<file path="src/hw/rtl/rmn_pkg.sv">
// Package for the rational multiply and normalize unit.
// Holds the word width, opcodes, transaction payload types, FSM states and unit status.
// Used by every module in hw/rtl; depends on nothing.
package rmn_pkg;

  localparam int unsigned WIDTH   = 32;
  localparam int unsigned FIELD_W = 32;

  typedef logic [WIDTH-1:0]   word_t;
  typedef logic [FIELD_W-1:0] field_t;

  localparam logic [1:0] OP_NORMALIZE = 2'd0;
  localparam logic [1:0] OP_EXTEND    = 2'd1;
  localparam logic [1:0] OP_PRODUCT   = 2'd2;

  typedef struct packed {
    logic [1:0] opcode;
    logic       x_sign;
    field_t     x_num;
    field_t     x_den;
    logic       y_sign;
    field_t     y_num;
    field_t     y_den;
    field_t     factor;
  } in_t;

  typedef struct packed {
    logic   res_sign;
    field_t res_num;
    field_t res_den;
    logic   zero_gcd_error;
  } out_t;

  typedef struct packed {
    logic busy;
    logic done;
  } unit_sts_t;

  typedef enum logic [2:0] {
    ST_IDLE,
    ST_MUL,
    ST_GCD,
    ST_DIV,
    ST_HOLD
  } state_t;

endpackage

</file>
<file path="src/hw/rtl/rmn_mul.sv">
// Bit-serial shift-and-add multiplier, product modulo 2^WIDTH.
// Retires one multiplier bit per cycle.
// Depends on rmn_pkg.
module rmn_mul (
  input  logic              clk,
  input  logic              rst_n,
  input  logic              start,
  input  rmn_pkg::word_t    op_a,
  input  rmn_pkg::word_t    op_b,
  output rmn_pkg::word_t    prod,
  output rmn_pkg::unit_sts_t sts
);

  localparam int unsigned CNT_W = (rmn_pkg::WIDTH > 1) ? $clog2(rmn_pkg::WIDTH) : 1;

  rmn_pkg::word_t     a_r;
  rmn_pkg::word_t     b_r;
  rmn_pkg::word_t     acc_r;
  logic [CNT_W-1:0]   cnt_r;
  logic               busy_r;
  logic               done_r;

  always_ff @(posedge clk) begin
    if (!rst_n) begin
      busy_r <= 1'b0;
      done_r <= 1'b0;
    end else begin
      done_r <= busy_r && (cnt_r == '0);
      if (start) begin
        busy_r <= 1'b1;
      end else if (busy_r && (cnt_r == '0)) begin
        busy_r <= 1'b0;
      end
    end
  end

  always_ff @(posedge clk) begin
    if (start) begin
      a_r   <= op_a;
      b_r   <= op_b;
      acc_r <= '0;
      cnt_r <= CNT_W'(rmn_pkg::WIDTH - 1);
    end else if (busy_r) begin
      if (b_r[0]) begin
        acc_r <= acc_r + a_r;
      end
      a_r   <= a_r << 1;
      b_r   <= b_r >> 1;
      cnt_r <= cnt_r - 1'b1;
    end
  end

  assign prod     = acc_r;
  assign sts.busy = busy_r;
  assign sts.done = done_r;

endmodule

</file>
<file path="src/hw/rtl/rmn_gcd.sv">
// Binary greatest common divisor unit, one reduction step per cycle.
// The gcd of zero and zero is zero.
// Depends on rmn_pkg.
module rmn_gcd (
  input  logic               clk,
  input  logic               rst_n,
  input  logic               start,
  input  rmn_pkg::word_t     op_a,
  input  rmn_pkg::word_t     op_b,
  output rmn_pkg::word_t     gcd,
  output rmn_pkg::unit_sts_t sts
);

  localparam int unsigned K_W = (rmn_pkg::WIDTH > 1) ? $clog2(rmn_pkg::WIDTH) : 1;

  rmn_pkg::word_t   a_r;
  rmn_pkg::word_t   b_r;
  rmn_pkg::word_t   g_r;
  logic [K_W-1:0]   k_r;
  logic             busy_r;
  logic             done_r;
  logic             finish;

  assign finish = busy_r && ((a_r == '0) || (b_r == '0));

  always_ff @(posedge clk) begin
    if (!rst_n) begin
      busy_r <= 1'b0;
      done_r <= 1'b0;
    end else begin
      done_r <= finish;
      if (start) begin
        busy_r <= 1'b1;
      end else if (finish) begin
        busy_r <= 1'b0;
      end
    end
  end

  always_ff @(posedge clk) begin
    if (start) begin
      a_r <= op_a;
      b_r <= op_b;
      k_r <= '0;
    end else if (busy_r) begin
      if (a_r == '0) begin
        g_r <= b_r << k_r;
      end else if (b_r == '0) begin
        g_r <= a_r << k_r;
      end else if (!a_r[0] && !b_r[0]) begin
        a_r <= a_r >> 1;
        b_r <= b_r >> 1;
        k_r <= k_r + 1'b1;
      end else if (!a_r[0]) begin
        a_r <= a_r >> 1;
      end else if (!b_r[0]) begin
        b_r <= b_r >> 1;
      end else if (a_r >= b_r) begin
        a_r <= (a_r - b_r) >> 1;
      end else begin
        b_r <= (b_r - a_r) >> 1;
      end
    end
  end

  assign gcd      = g_r;
  assign sts.busy = busy_r;
  assign sts.done = done_r;

endmodule

</file>
<file path="src/hw/rtl/rmn_div.sv">
// Restoring divider producing one quotient bit per cycle.
// The divisor must be nonzero; the remainder is discarded.
// Depends on rmn_pkg.
module rmn_div (
  input  logic               clk,
  input  logic               rst_n,
  input  logic               start,
  input  rmn_pkg::word_t     dividend,
  input  rmn_pkg::word_t     divisor,
  output rmn_pkg::word_t     quot,
  output rmn_pkg::unit_sts_t sts
);

  localparam int unsigned W     = rmn_pkg::WIDTH;
  localparam int unsigned CNT_W = (W > 1) ? $clog2(W) : 1;

  rmn_pkg::word_t   q_r;
  rmn_pkg::word_t   rem_r;
  rmn_pkg::word_t   d_r;
  logic [CNT_W-1:0] cnt_r;
  logic             busy_r;
  logic             done_r;
  logic [W:0]       trial;
  logic [W:0]       diff;

  assign trial = {rem_r, q_r[W-1]};
  assign diff  = trial - {1'b0, d_r};

  always_ff @(posedge clk) begin
    if (!rst_n) begin
      busy_r <= 1'b0;
      done_r <= 1'b0;
    end else begin
      done_r <= busy_r && (cnt_r == '0);
      if (start) begin
        busy_r <= 1'b1;
      end else if (busy_r && (cnt_r == '0)) begin
        busy_r <= 1'b0;
      end
    end
  end

  always_ff @(posedge clk) begin
    if (start) begin
      q_r   <= dividend;
      rem_r <= '0;
      d_r   <= divisor;
      cnt_r <= CNT_W'(W - 1);
    end else if (busy_r) begin
      if (!diff[W]) begin
        rem_r <= diff[W-1:0];
        q_r   <= {q_r[W-2:0], 1'b1};
      end else begin
        rem_r <= trial[W-1:0];
        q_r   <= {q_r[W-2:0], 1'b0};
      end
      cnt_r <= cnt_r - 1'b1;
    end
  end

  assign quot     = q_r;
  assign sts.busy = busy_r;
  assign sts.done = done_r;

endmodule

</file>
<file path="src/hw/rtl/rational_multiply_normalize.sv">
// Top level of the rational multiply and normalize unit.
// Sequences two serial multipliers, a binary gcd unit and two serial dividers.
// Depends on rmn_pkg, rmn_mul, rmn_gcd and rmn_div.
//
// Usage: one input transaction on in_valid/in_stall/in_data yields exactly one
// result transaction on out_valid/out_stall/out_data. The unit works on one
// transaction at a time and holds in_stall high from acceptance until the result
// has moved into the output register.
// Extend runs the two bit-serial multipliers and returns their products.
// Normalize runs the gcd unit on the first operand, then the two dividers.
// Product runs the multipliers first and then normalizes the products.
// When both parts are zero the divide phase is skipped and the error flag is set.
// Opcode 3 returns the first operand unchanged.
// The output register lets the next transaction be accepted while a result still
// waits; a stalled result holds until taken, and the unit then waits to load the
// next one. Reset is synchronous and clears all control state and out_valid.
module rational_multiply_normalize (
  input  logic          clk,
  input  logic          rst_n,
  input  logic          in_valid,
  output logic          in_stall,
  input  rmn_pkg::in_t  in_data,
  output logic          out_valid,
  input  logic          out_stall,
  output rmn_pkg::out_t out_data
);

  rmn_pkg::state_t    state_r;
  rmn_pkg::state_t    state_nxt;

  logic [1:0]         op_r;
  logic               sign_r;
  rmn_pkg::word_t     num_r;
  rmn_pkg::word_t     den_r;
  logic               err_r;
  logic               out_valid_r;
  rmn_pkg::out_t      out_data_r;

  logic               in_acc;
  logic               mul_start;
  logic               gcd_start;
  logic               div_start;
  logic               out_load;

  rmn_pkg::word_t     in_xn;
  rmn_pkg::word_t     in_xd;
  rmn_pkg::word_t     mul_b_n;
  rmn_pkg::word_t     mul_b_d;
  rmn_pkg::word_t     prod_n;
  rmn_pkg::word_t     prod_d;
  rmn_pkg::word_t     gcd_a;
  rmn_pkg::word_t     gcd_b;
  rmn_pkg::word_t     gcd_g;
  rmn_pkg::word_t     quot_n;
  rmn_pkg::word_t     quot_d;
  rmn_pkg::unit_sts_t mul_n_sts;
  rmn_pkg::unit_sts_t mul_d_sts;
  rmn_pkg::unit_sts_t gcd_sts;
  rmn_pkg::unit_sts_t div_n_sts;
  rmn_pkg::unit_sts_t div_d_sts;

  assign in_xn = rmn_pkg::WIDTH'(in_data.x_num);
  assign in_xd = rmn_pkg::WIDTH'(in_data.x_den);

  always_comb begin
    if (in_data.opcode == rmn_pkg::OP_EXTEND) begin
      mul_b_n = rmn_pkg::WIDTH'(in_data.factor);
      mul_b_d = rmn_pkg::WIDTH'(in_data.factor);
    end else begin
      mul_b_n = rmn_pkg::WIDTH'(in_data.y_num);
      mul_b_d = rmn_pkg::WIDTH'(in_data.y_den);
    end
  end

  assign gcd_a = (state_r == rmn_pkg::ST_IDLE) ? in_xn : prod_n;
  assign gcd_b = (state_r == rmn_pkg::ST_IDLE) ? in_xd : prod_d;

  rmn_mul u_mul_n (
    .clk   (clk),
    .rst_n (rst_n),
    .start (mul_start),
    .op_a  (in_xn),
    .op_b  (mul_b_n),
    .prod  (prod_n),
    .sts   (mul_n_sts)
  );

  rmn_mul u_mul_d (
    .clk   (clk),
    .rst_n (rst_n),
    .start (mul_start),
    .op_a  (in_xd),
    .op_b  (mul_b_d),
    .prod  (prod_d),
    .sts   (mul_d_sts)
  );

  rmn_gcd u_gcd (
    .clk   (clk),
    .rst_n (rst_n),
    .start (gcd_start),
    .op_a  (gcd_a),
    .op_b  (gcd_b),
    .gcd   (gcd_g),
    .sts   (gcd_sts)
  );

  rmn_div u_div_n (
    .clk      (clk),
    .rst_n    (rst_n),
    .start    (div_start),
    .dividend (num_r),
    .divisor  (gcd_g),
    .quot     (quot_n),
    .sts      (div_n_sts)
  );

  rmn_div u_div_d (
    .clk      (clk),
    .rst_n    (rst_n),
    .start    (div_start),
    .dividend (den_r),
    .divisor  (gcd_g),
    .quot     (quot_d),
    .sts      (div_d_sts)
  );

  always_comb begin
    state_nxt = state_r;
    unique case (state_r)
      rmn_pkg::ST_IDLE: begin
        if (in_valid) begin
          if (in_data.opcode == rmn_pkg::OP_NORMALIZE) begin
            state_nxt = rmn_pkg::ST_GCD;
          end else if ((in_data.opcode == rmn_pkg::OP_EXTEND) ||
                       (in_data.opcode == rmn_pkg::OP_PRODUCT)) begin
            state_nxt = rmn_pkg::ST_MUL;
          end else begin
            state_nxt = rmn_pkg::ST_HOLD;
          end
        end
      end
      rmn_pkg::ST_MUL: begin
        if (mul_n_sts.done) begin
          state_nxt = (op_r == rmn_pkg::OP_PRODUCT) ? rmn_pkg::ST_GCD : rmn_pkg::ST_HOLD;
        end
      end
      rmn_pkg::ST_GCD: begin
        if (gcd_sts.done) begin
          state_nxt = (gcd_g == '0) ? rmn_pkg::ST_HOLD : rmn_pkg::ST_DIV;
        end
      end
      rmn_pkg::ST_DIV: begin
        if (div_n_sts.done) begin
          state_nxt = rmn_pkg::ST_HOLD;
        end
      end
      rmn_pkg::ST_HOLD: begin
        if (!out_valid_r || !out_stall) begin
          state_nxt = rmn_pkg::ST_IDLE;
        end
      end
      default: state_nxt = rmn_pkg::ST_IDLE;
    endcase
  end

  always_comb begin
    in_stall  = 1'b1;
    mul_start = 1'b0;
    gcd_start = 1'b0;
    div_start = 1'b0;
    out_load  = 1'b0;
    unique case (state_r)
      rmn_pkg::ST_IDLE: begin
        in_stall  = 1'b0;
        mul_start = in_valid && ((in_data.opcode == rmn_pkg::OP_EXTEND) ||
                                 (in_data.opcode == rmn_pkg::OP_PRODUCT));
        gcd_start = in_valid && (in_data.opcode == rmn_pkg::OP_NORMALIZE);
      end
      rmn_pkg::ST_MUL: begin
        gcd_start = mul_n_sts.done && (op_r == rmn_pkg::OP_PRODUCT);
      end
      rmn_pkg::ST_GCD: begin
        div_start = gcd_sts.done && (gcd_g != '0);
      end
      rmn_pkg::ST_DIV: begin
      end
      rmn_pkg::ST_HOLD: begin
        out_load = !out_valid_r || !out_stall;
      end
      default: begin
      end
    endcase
  end

  assign in_acc = in_valid && !in_stall;

  always_ff @(posedge clk) begin
    if (!rst_n) begin
      state_r     <= rmn_pkg::ST_IDLE;
      out_valid_r <= 1'b0;
    end else begin
      state_r <= state_nxt;
      if (out_load) begin
        out_valid_r <= 1'b1;
      end else if (!out_stall) begin
        out_valid_r <= 1'b0;
      end
    end
  end

  always_ff @(posedge clk) begin
    if (in_acc) begin
      op_r   <= in_data.opcode;
      sign_r <= (in_data.opcode == rmn_pkg::OP_PRODUCT) ? (in_data.x_sign ^ in_data.y_sign)
                                                        : in_data.x_sign;
      num_r  <= in_xn;
      den_r  <= in_xd;
      err_r  <= 1'b0;
    end else if ((state_r == rmn_pkg::ST_MUL) && mul_n_sts.done) begin
      num_r <= prod_n;
      den_r <= prod_d;
    end else if ((state_r == rmn_pkg::ST_GCD) && gcd_sts.done && (gcd_g == '0)) begin
      err_r <= 1'b1;
    end else if ((state_r == rmn_pkg::ST_DIV) && div_n_sts.done) begin
      num_r <= quot_n;
      den_r <= quot_d;
    end
  end

  always_ff @(posedge clk) begin
    if (out_load) begin
      out_data_r.res_sign       <= sign_r;
      out_data_r.res_num        <= rmn_pkg::FIELD_W'(num_r);
      out_data_r.res_den        <= rmn_pkg::FIELD_W'(den_r);
      out_data_r.zero_gcd_error <= err_r;
    end
  end

  assign out_valid = out_valid_r;
  assign out_data  = out_data_r;

  a_idle_units_quiet: assert property (@(posedge clk) disable iff (!rst_n)
    (state_r == rmn_pkg::ST_IDLE) |-> !mul_n_sts.busy && !mul_d_sts.busy &&
      !gcd_sts.busy && !div_n_sts.busy && !div_d_sts.busy)
    else $error("arithmetic unit busy while the controller is idle");

  a_mul_lockstep: assert property (@(posedge clk) disable iff (!rst_n)
    (mul_n_sts.done == mul_d_sts.done) && (div_n_sts.done == div_d_sts.done))
    else $error("paired serial units out of step");

  a_done_in_phase: assert property (@(posedge clk) disable iff (!rst_n)
    (!gcd_sts.done || (state_r == rmn_pkg::ST_GCD)) &&
    (!div_n_sts.done || (state_r == rmn_pkg::ST_DIV)))
    else $error("unit finished outside its phase");

  a_err_passthrough: assert property (@(posedge clk) disable iff (!rst_n)
    (out_valid_r && out_data_r.zero_gcd_error) |->
      (out_data_r.res_num == '0) && (out_data_r.res_den == '0))
    else $error("error flagged on a result that is not zero over zero");

  a_load_after_work: assert property (@(posedge clk) disable iff (!rst_n)
    out_load |=> out_valid_r && (state_r == rmn_pkg::ST_IDLE))
    else $error("output load did not return the controller to idle");

endmodule
</file>
<file path="config.mk">
export PLATFORM = sky130hd
export DESIGN_NAME = rational_multiply_normalize
export DESIGN_NICKNAME = d
export VERILOG_FILES = /design/src/hw/rtl/rmn_pkg.sv /design/src/hw/rtl/rmn_mul.sv /design/src/hw/rtl/rmn_gcd.sv /design/src/hw/rtl/rmn_div.sv /design/src/hw/rtl/rational_multiply_normalize.sv
export SDC_FILE = /design/constraint.sdc
export NUM_CORES = 2
export LEC_CHECK = 0
export BUFFER_PORTS_ARGS = -buffer_cell sky130_fd_sc_hd__buf_2
export CAP_MARGIN = 20
export CORE_AREA = 2 2 244 246
export DETAILED_ROUTE_END_ITERATION = 7
export DIE_AREA = 0 0 246 248
export GPL_ROUTABILITY_DRIVEN = 0
export PLACE_DENSITY = 0.84
export SKIP_CTS_REPAIR_TIMING = 1
export SLEW_MARGIN = 15
export SYNTH_ARGS = -nofsm -noshare
export SYNTH_HDL_FRONTEND = slang
export SYNTH_SLANG_ARGS = --single-unit
</file>
<file path="constraint.sdc">
create_clock -name clk -period 15.85 [get_ports clk]
set_input_delay 3.17 -clock clk [delete_from_list [all_inputs] [get_ports clk]]
set_output_delay 3.17 -clock clk [all_outputs]
set_load 0.02 [all_outputs]
</file>
### Yosys cells after proc, flatten, opt, wreduce, memory -nomap -nowiden

Cells that the tools add are included.

| storage, ports and cells | value |
|---|---|
| flip-flop bits (word level) | 619 |
| output and inout port bits | 68 |

| operators by class | value |
|---|---|
| equal/unequal tests | 19 |
| shifts and indexed selects | 2 |
| multiplexer cells | 74 |
| bitwise logic cells | 5 |
| magnitude comparators | 1 |
| $add $sub $neg | 11 |
| reductions and logical operators | 56 |

Operators by type and width:

| operator | number |
|---|---|
| $mux W32 | 44 |
| $logic_not A32 Y1 | 3 |
| $sub A33 B32 Y33 | 2 |
| $add A32 B32 Y32 | 2 |
| $shl A32 B5 Y32 | 2 |
| $sub A32 B32 Y32 | 2 |
| $ge A32 B32 Y1 | 1 |
| $reduce_bool A32 Y1 | 1 |
| $mux W3 | 9 |
| $reduce_bool A2 Y1 | 11 |
| $logic_not A5 Y1 | 4 |
| $sub A5 B1 Y5 const B | 4 |
| $mux W1 | 19 |
| $logic_and A1 B1 Y1 | 15 |
| $pmux W3 S5 | 1 |
| $reduce_and A5 Y1 | 3 |
| $ne A4 B4 Y1 const B | 3 |
| $ne A2 B1 Y1 const B | 4 |
| $ne A2 B2 Y1 const B | 4 |
| $reduce_and A2 Y1 | 4 |
| $reduce_and A4 Y1 | 2 |
| $eq A3 B2 Y1 const B | 2 |
| $reduce_and A3 Y1 | 2 |
| $reduce_bool A3 Y1 | 2 |
| other kinds (13) | 22 |

### Depth between registers and ports, before layout

| logic depth | value |
|---|---|
| depth in word-level cells | 9 |
| depth in mapped cells | 15 |
| gate-level depth less buffers | 13 |

### Modules after synthesis

A second synthesis with hierarchy kept.

| second synthesis, totals | value |
|---|---|
| cell total of the unflattened synthesis | 4135 |
| area, all modules | 41328.4 um^2 |

Modules (own cells, without submodules):

| module | area an instance (um^2) | cells an instance | instances |
|---|---|---|---|
| rmn_div | 6053.3 | 603 | 2 |
| rmn_gcd | 10480.1 | 1240 | 1 |
| rational_multiply_normalize | 7449.6 | 653 | 1 |
| rmn_mul at u_mul_n | 5688.0 | 519 | 1 |
| rmn_mul at u_mul_d | 5604.1 | 517 | 1 |

### Worst setup path before layout

Ideal clock, no wire load.

| timing | value |
|---|---|
| kind | input port to flip-flop |
| start point | in in_valid |
| end point | reg den_r[0], enable pin |
| path buffers | 0 |
| slack | 8801 ps |
| data arrival time | 6542 ps |
| data required time | 15343 ps |
| stages on the path | 3 |
| cell sequence | mux2_2 o21ai_0 a21oi_1 |

| on the way | value |
|---|---|
| word-level cells in the longest chain between the ends | 3 |
| elaborated cells on any way between the ends | 4 |

RTL lines:

| element | RTL line | text |
|---|---|---|
| start: declaration | rational_multiply_normalize.sv:20 | `input logic in_valid,` |
| $logic_and A1 B1 Y1 (*) | rational_multiply_normalize.sv:196 | `assign in_acc = in_valid && !in_stall;` |
| $ne A3 B3 Y1 (no line) or $reduce_bool A3 Y1 (tied branches) | - |  |
| $reduce_and A2 Y1 (no line) (*) | - |  |
| end signal: assignment | rational_multiply_normalize.sv:218 | `den_r <= in_xd;` |
| end signal: assignment | rational_multiply_normalize.sv:222 | `den_r <= prod_d;` |
| end signal: assignment | rational_multiply_normalize.sv:227 | `den_r <= quot_d;` |
| end: declaration | rational_multiply_normalize.sv:34 | `rmn_pkg::word_t den_r;` |

Mark *: on every way between the ends. The rest lies on a longest branch, timed or not.
A chain may end at the register's enable or synchronous reset.

### Worst setup path after layout

| timing | value |
|---|---|
| start point | in in_data[163] (netlist bit) |
| end point | reg u_gcd.b_r[20], enable pin |

| on the way | value |
|---|---|
| word-level cells in the longest chain between the ends | 5 |
| elaborated cells on any way between the ends | 9 |

RTL lines:

| element | RTL line | text |
|---|---|---|
| start: declaration | rational_multiply_normalize.sv:22 | `input rmn_pkg::in_t in_data,` |
| $logic_not A2 Y1 (*) | rational_multiply_normalize.sv:178 | `gcd_start = in_valid && (in_data.opcode == rmn_pkg::OP_NORMALIZE);` |
| $logic_and A1 B1 Y1 (*) | rational_multiply_normalize.sv:178 |  |
| $pmux W1 S2 (*) | rational_multiply_normalize.sv:173 | `unique case (state_r)` |
| $ne A4 B4 Y1 (no line), or another cell as far along | - |  |
| $reduce_and A5 Y1 (no line) (*) | - |  |
| end signal: assignment | rmn_gcd.sv:52 | `b_r <= b_r >> 1;` |
| end signal: assignment | rmn_gcd.sv:57 | `b_r <= b_r >> 1;` |
| end signal: assignment | rmn_gcd.sv:61 | `b_r <= (b_r - a_r) >> 1;` |
| end: declaration | rmn_gcd.sv:17 | `rmn_pkg::word_t b_r;` |

Marked as above.

==> metrics <==
final WL slightly above 100 mm; TNS Setup 0 ns; largest family of logic cells by synthesized area compound AO/OA/AOI/OAI gates; die height around 250 µm; r2r startpoint u_gcd.a_r[0]$_DFFE_PP_; clk_lat worst skew 0.64 ns; r2r endpoint u_gcd.a_r[29]$_DFFE_PP_; Final #Nets 4574; post-synth net total approximately 4.5k; Post-synth EDFFs ~450; Max Cap Violations 0; Max Freq 0.189 GHz; Overflow after GRT 0; r2r setup slk roughly 11 ns; initial antenna violation count 1; final core occ a little under three quarters; critical path's slowest cell buf_4; crit path launch type input port; Setup crit end kind register; Row Count 89; clock-pin slew on the worst setup and hold paths approximately 0.06 ns; asr flop ratio synth 0%; DRC 0; register area share after synthesis 44.9%; max-slew violation count 0; Crit Path Class in -> reg; drt pass-1 iters 7; Least-Margin Pin Slew around 1.1 ns; mapped cell area 37700 µm²; largest area contributor in the netlist edfxtp_1; worst-path cell chain buf_2, inv_1, ha_1, inv_1, o21ai_4, buf_4, nor2_1, a21boi_2, buf_4; area grow syn2layout 10.4%; Worst Hold Path EP u_div_d.d_r[17]$_DFFE_PP_; clock root buffer clkbuf_16; Hold Crit Start u_gcd.gcd[17]$_DFFE_PP_; first-pass GRT wire length 161 mm; largest net degree at the start of global routing between 100 and 150; Worst path top cell family by delay buffers and inverters; Die Width between 200 and 250 µm; Synth Area in Simple Gates roughly 16%; maximum fanout along the worst path between 90 and 100; Rel. slew slack 27.8%; share of cells above drive strength 1 between 10% and 20%; Hold Path Class reg -> reg; Tmin final around 5.3 ns; TritonCTS clock tree done; fin crit share roughly 33%; Post-synth top flop edfxtp_1; WP data arrival about 5.6 ns; Ys Warns 0; die area ~60000 µm²; outcome complete, no violations; worst path required time between 15 and 20 ns; path depth of the worst reg2reg path 14; Vias between 30k and 40k; 1st-iter DRT viols a little under 4k; LEAKAGE between 15 and 20 nW; top cells by area, synth edfxtp_1, dfxtp_1, nand2_1, ha_1, mux2i_1; Power per Cell Area ~150 nW/µm²; fin area 41600 µm²; vias in the first global route 30.3k; Initial Util 64.5%; post-DP HPWL 71.7 mm; IO Pins 236; number of vias per cell approximately 6.4; clock tree buffer depth 3; clock sink count roughly 620; Hold Vio Cnt, Final 0; Clock Skew about 0.032 ns; final setup violation count 0; RSZ-0062 raised after global routing false; remaining antenna violation count after routing 0; # diodes 0; fillers about 4.3k; area share of the largest cell type after synthesis between 30% and 40%; post-synthesis adder-cell area fraction just under 7%; WP buf/inv 5; Yosys cell types between 90 and 100; H-tree depth 3; WHS Path Cells 0; Mapped Cells between 4k and 5k; number of synthesized register bits between 600 and 700; maximum VDD drop around 94 µV; port buffer count between 200 and 250; routed length per instance 20.6 µm; cts bufs inserted 67; xor/xnor share of the synthesized area ~4.0%; Tot GR Track Use between 30% and 40%; syn avg cell area just over 9 µm²; post-synthesis mux area share between 6 and 7%; Core Region 58500 µm²; Synth Area in Compound Gates between 10% and 20%; placed cell areas 39300 µm²; Worst path max stage delay about 0.74 ns
## state kept, by name, indices dropped and copies added (netlist names), 32 cells and up
signal,cells
u_gcd.b_r,32
u_mul_n.prod,32
u_mul_n.b_r,32
u_gcd.a_r,32
u_mul_n.a_r,32
u_mul_d.b_r,32
u_div_n.rem_r,32
u_div_d.quot,32
u_div_n.quot,32
num_r,32
out_data,66
den_r,32
u_mul_d.prod,32
u_div_d.rem_r,32
u_mul_d.a_r,32
u_div_d.d_r,32
u_gcd.gcd,32
## worst max path at each step
stage | end | cells past startpoint | slack [ns] | from
2_1_floorplan | den_r[0]$_DFFE_PP_ | 3 | 8.80 | in_valid
3_5_place_dp | u_mul_n.b_r[16]$_DFFE_PP_ | 7 | 9.76 | in_data[162]
4_1_cts | u_mul_d.b_r[12]$_DFFE_PP_ | 7 | 10.42 | in_data[162]
6_report | u_gcd.b_r[20]$_DFFE_PP_ | 9 | 10.56 | in_data[163]
5_1_grt | u_gcd.b_r[20]$_DFFE_PP_ | 8 | 10.36 | in_valid
3_3_place_gp | u_mul_n.b_r[2]$_DFFE_PP_ | 7 | 9.87 | in_data[162]
## layout by cell type, fill, tap and decap left out, types with 30 or more instances in the layout
cell type | Yosys | routed
a211oi_1 | 69 | 69
a21o_1 | 77 | 77
a21oi_1 | 305 | 303
a221oi_1 | 36 | 36
a31oi_1 | 73 | 73
buf_2 | 24 | 235
buf_4 | 5 | 34
clkbuf_16 | 0 | 69
dfxtp_1 | 166 | 164
edfxtp_1 | 453 | 453
ha_1 | 199 | 198
inv_1 | 151 | 150
mux2i_1 | 239 | 239
nand2_1 | 845 | 845
nand2b_1 | 37 | 35
nand3_1 | 58 | 57
nor2_1 | 197 | 196
nor2b_1 | 30 | 30
nor3_1 | 58 | 57
o21ai_0 | 321 | 320
xnor2_1 | 102 | 102
xor2_1 | 69 | 69
## worst register-to-register path: cells and delay by family, from the launching register on
family / cells / cell delay, ns
DFF: 1 / 0.50
AOI/OAI and AO/OA: 6 / 1.50
buffers and inverters: 2 / 0.41
and+or+nand+nor: 4 / 1.60
adders and majority gates: 2 / 0.64
## metrics by stage
| stage | std cells | power [W] | hold slack, ns | setup slack (ns) |
|---|---|---|---|---|
| 5_1_grt | 5027 | 0.00643 | 0.460 | 10.36 |
| 6_report | 5027 | 0.00613 | 0.448 | 10.56 |
| 3_3_place_gp | 4902 | 0.00439 | 0.432 | 9.87 |
| 2_1_floorplan | 4089 | 0.00390 | 0.400 | 8.80 |
| 4_1_cts | 5024 | 0.00606 | 0.448 | 10.42 |
| 3_5_place_dp | 4902 | 0.00445 | 0.436 | 9.76 |
## layout make-up
cell class              instances  area, µm²  area share, %
repair buffers                273       1510           3.64
clock buffers                  83       1820           4.37
clock inverters                39        427           1.02
inverters                     158        597           1.43
multi-input cells            3082      19400           46.6
well taps                     773        967           2.32
flip-flops and latches        619      16900           40.6
## synth_stat cells, types with 11 or more instances
cell	instances
nand2b_1	37
mux2i_1	239
o211ai_1	16
a21oi_1	305
nand3_1	58
nand2_1	845
xor2_1	69
o22ai_1	11
a211oi_1	69
o21bai_1	15
o21ai_1	11
inv_1	151
edfxtp_1	453
nand4_1	29
a31oi_1	73
a21o_1	77
nor2b_1	30
ha_1	199
a221oi_1	36
xnor2_1	102
nor3_1	58
clkbuf_1	181
buf_1	17
buf_2	24
and2_1	17
o21ai_0	321
nor4_1	29
dfxtp_1	166
o221ai_1	14
and3_1	18
o21a_1	23
nor2_1	197
## layer usage
layer  GRT usage, %  share of wire, %  vias to the layer above
met5              0             0.015                        -
met1           43.0                39                    15000
li1               -                 -                    15000
met2           53.2                45                     1715
met4           18.6               5.9                        2
met3           6.62               9.5                      376
## kinds of logic after synthesis
| logic type | count (synthesis) |
|---|---|
| XOR/XNOR | 172 |
| adder cells (fa/ha/maj) | 205 |
| buffers and inverters | 388 |
| flip-flops | 619 |
| AO/OA/AOI/OAI | 1073 |
| AND/OR/NAND/NOR | 1383 |
| multiplexers | 249 |
## power by group
part	total (W)	leakage, nW	internal, W	switching (W)
Sequential	0.00242	5.59	0.00216	0.000266
Combinational	0.00211	10.5	0.000776	0.00133
Clock	0.00160	1.08	0.000912	0.000687
Power figures use the tool's default switching activity.
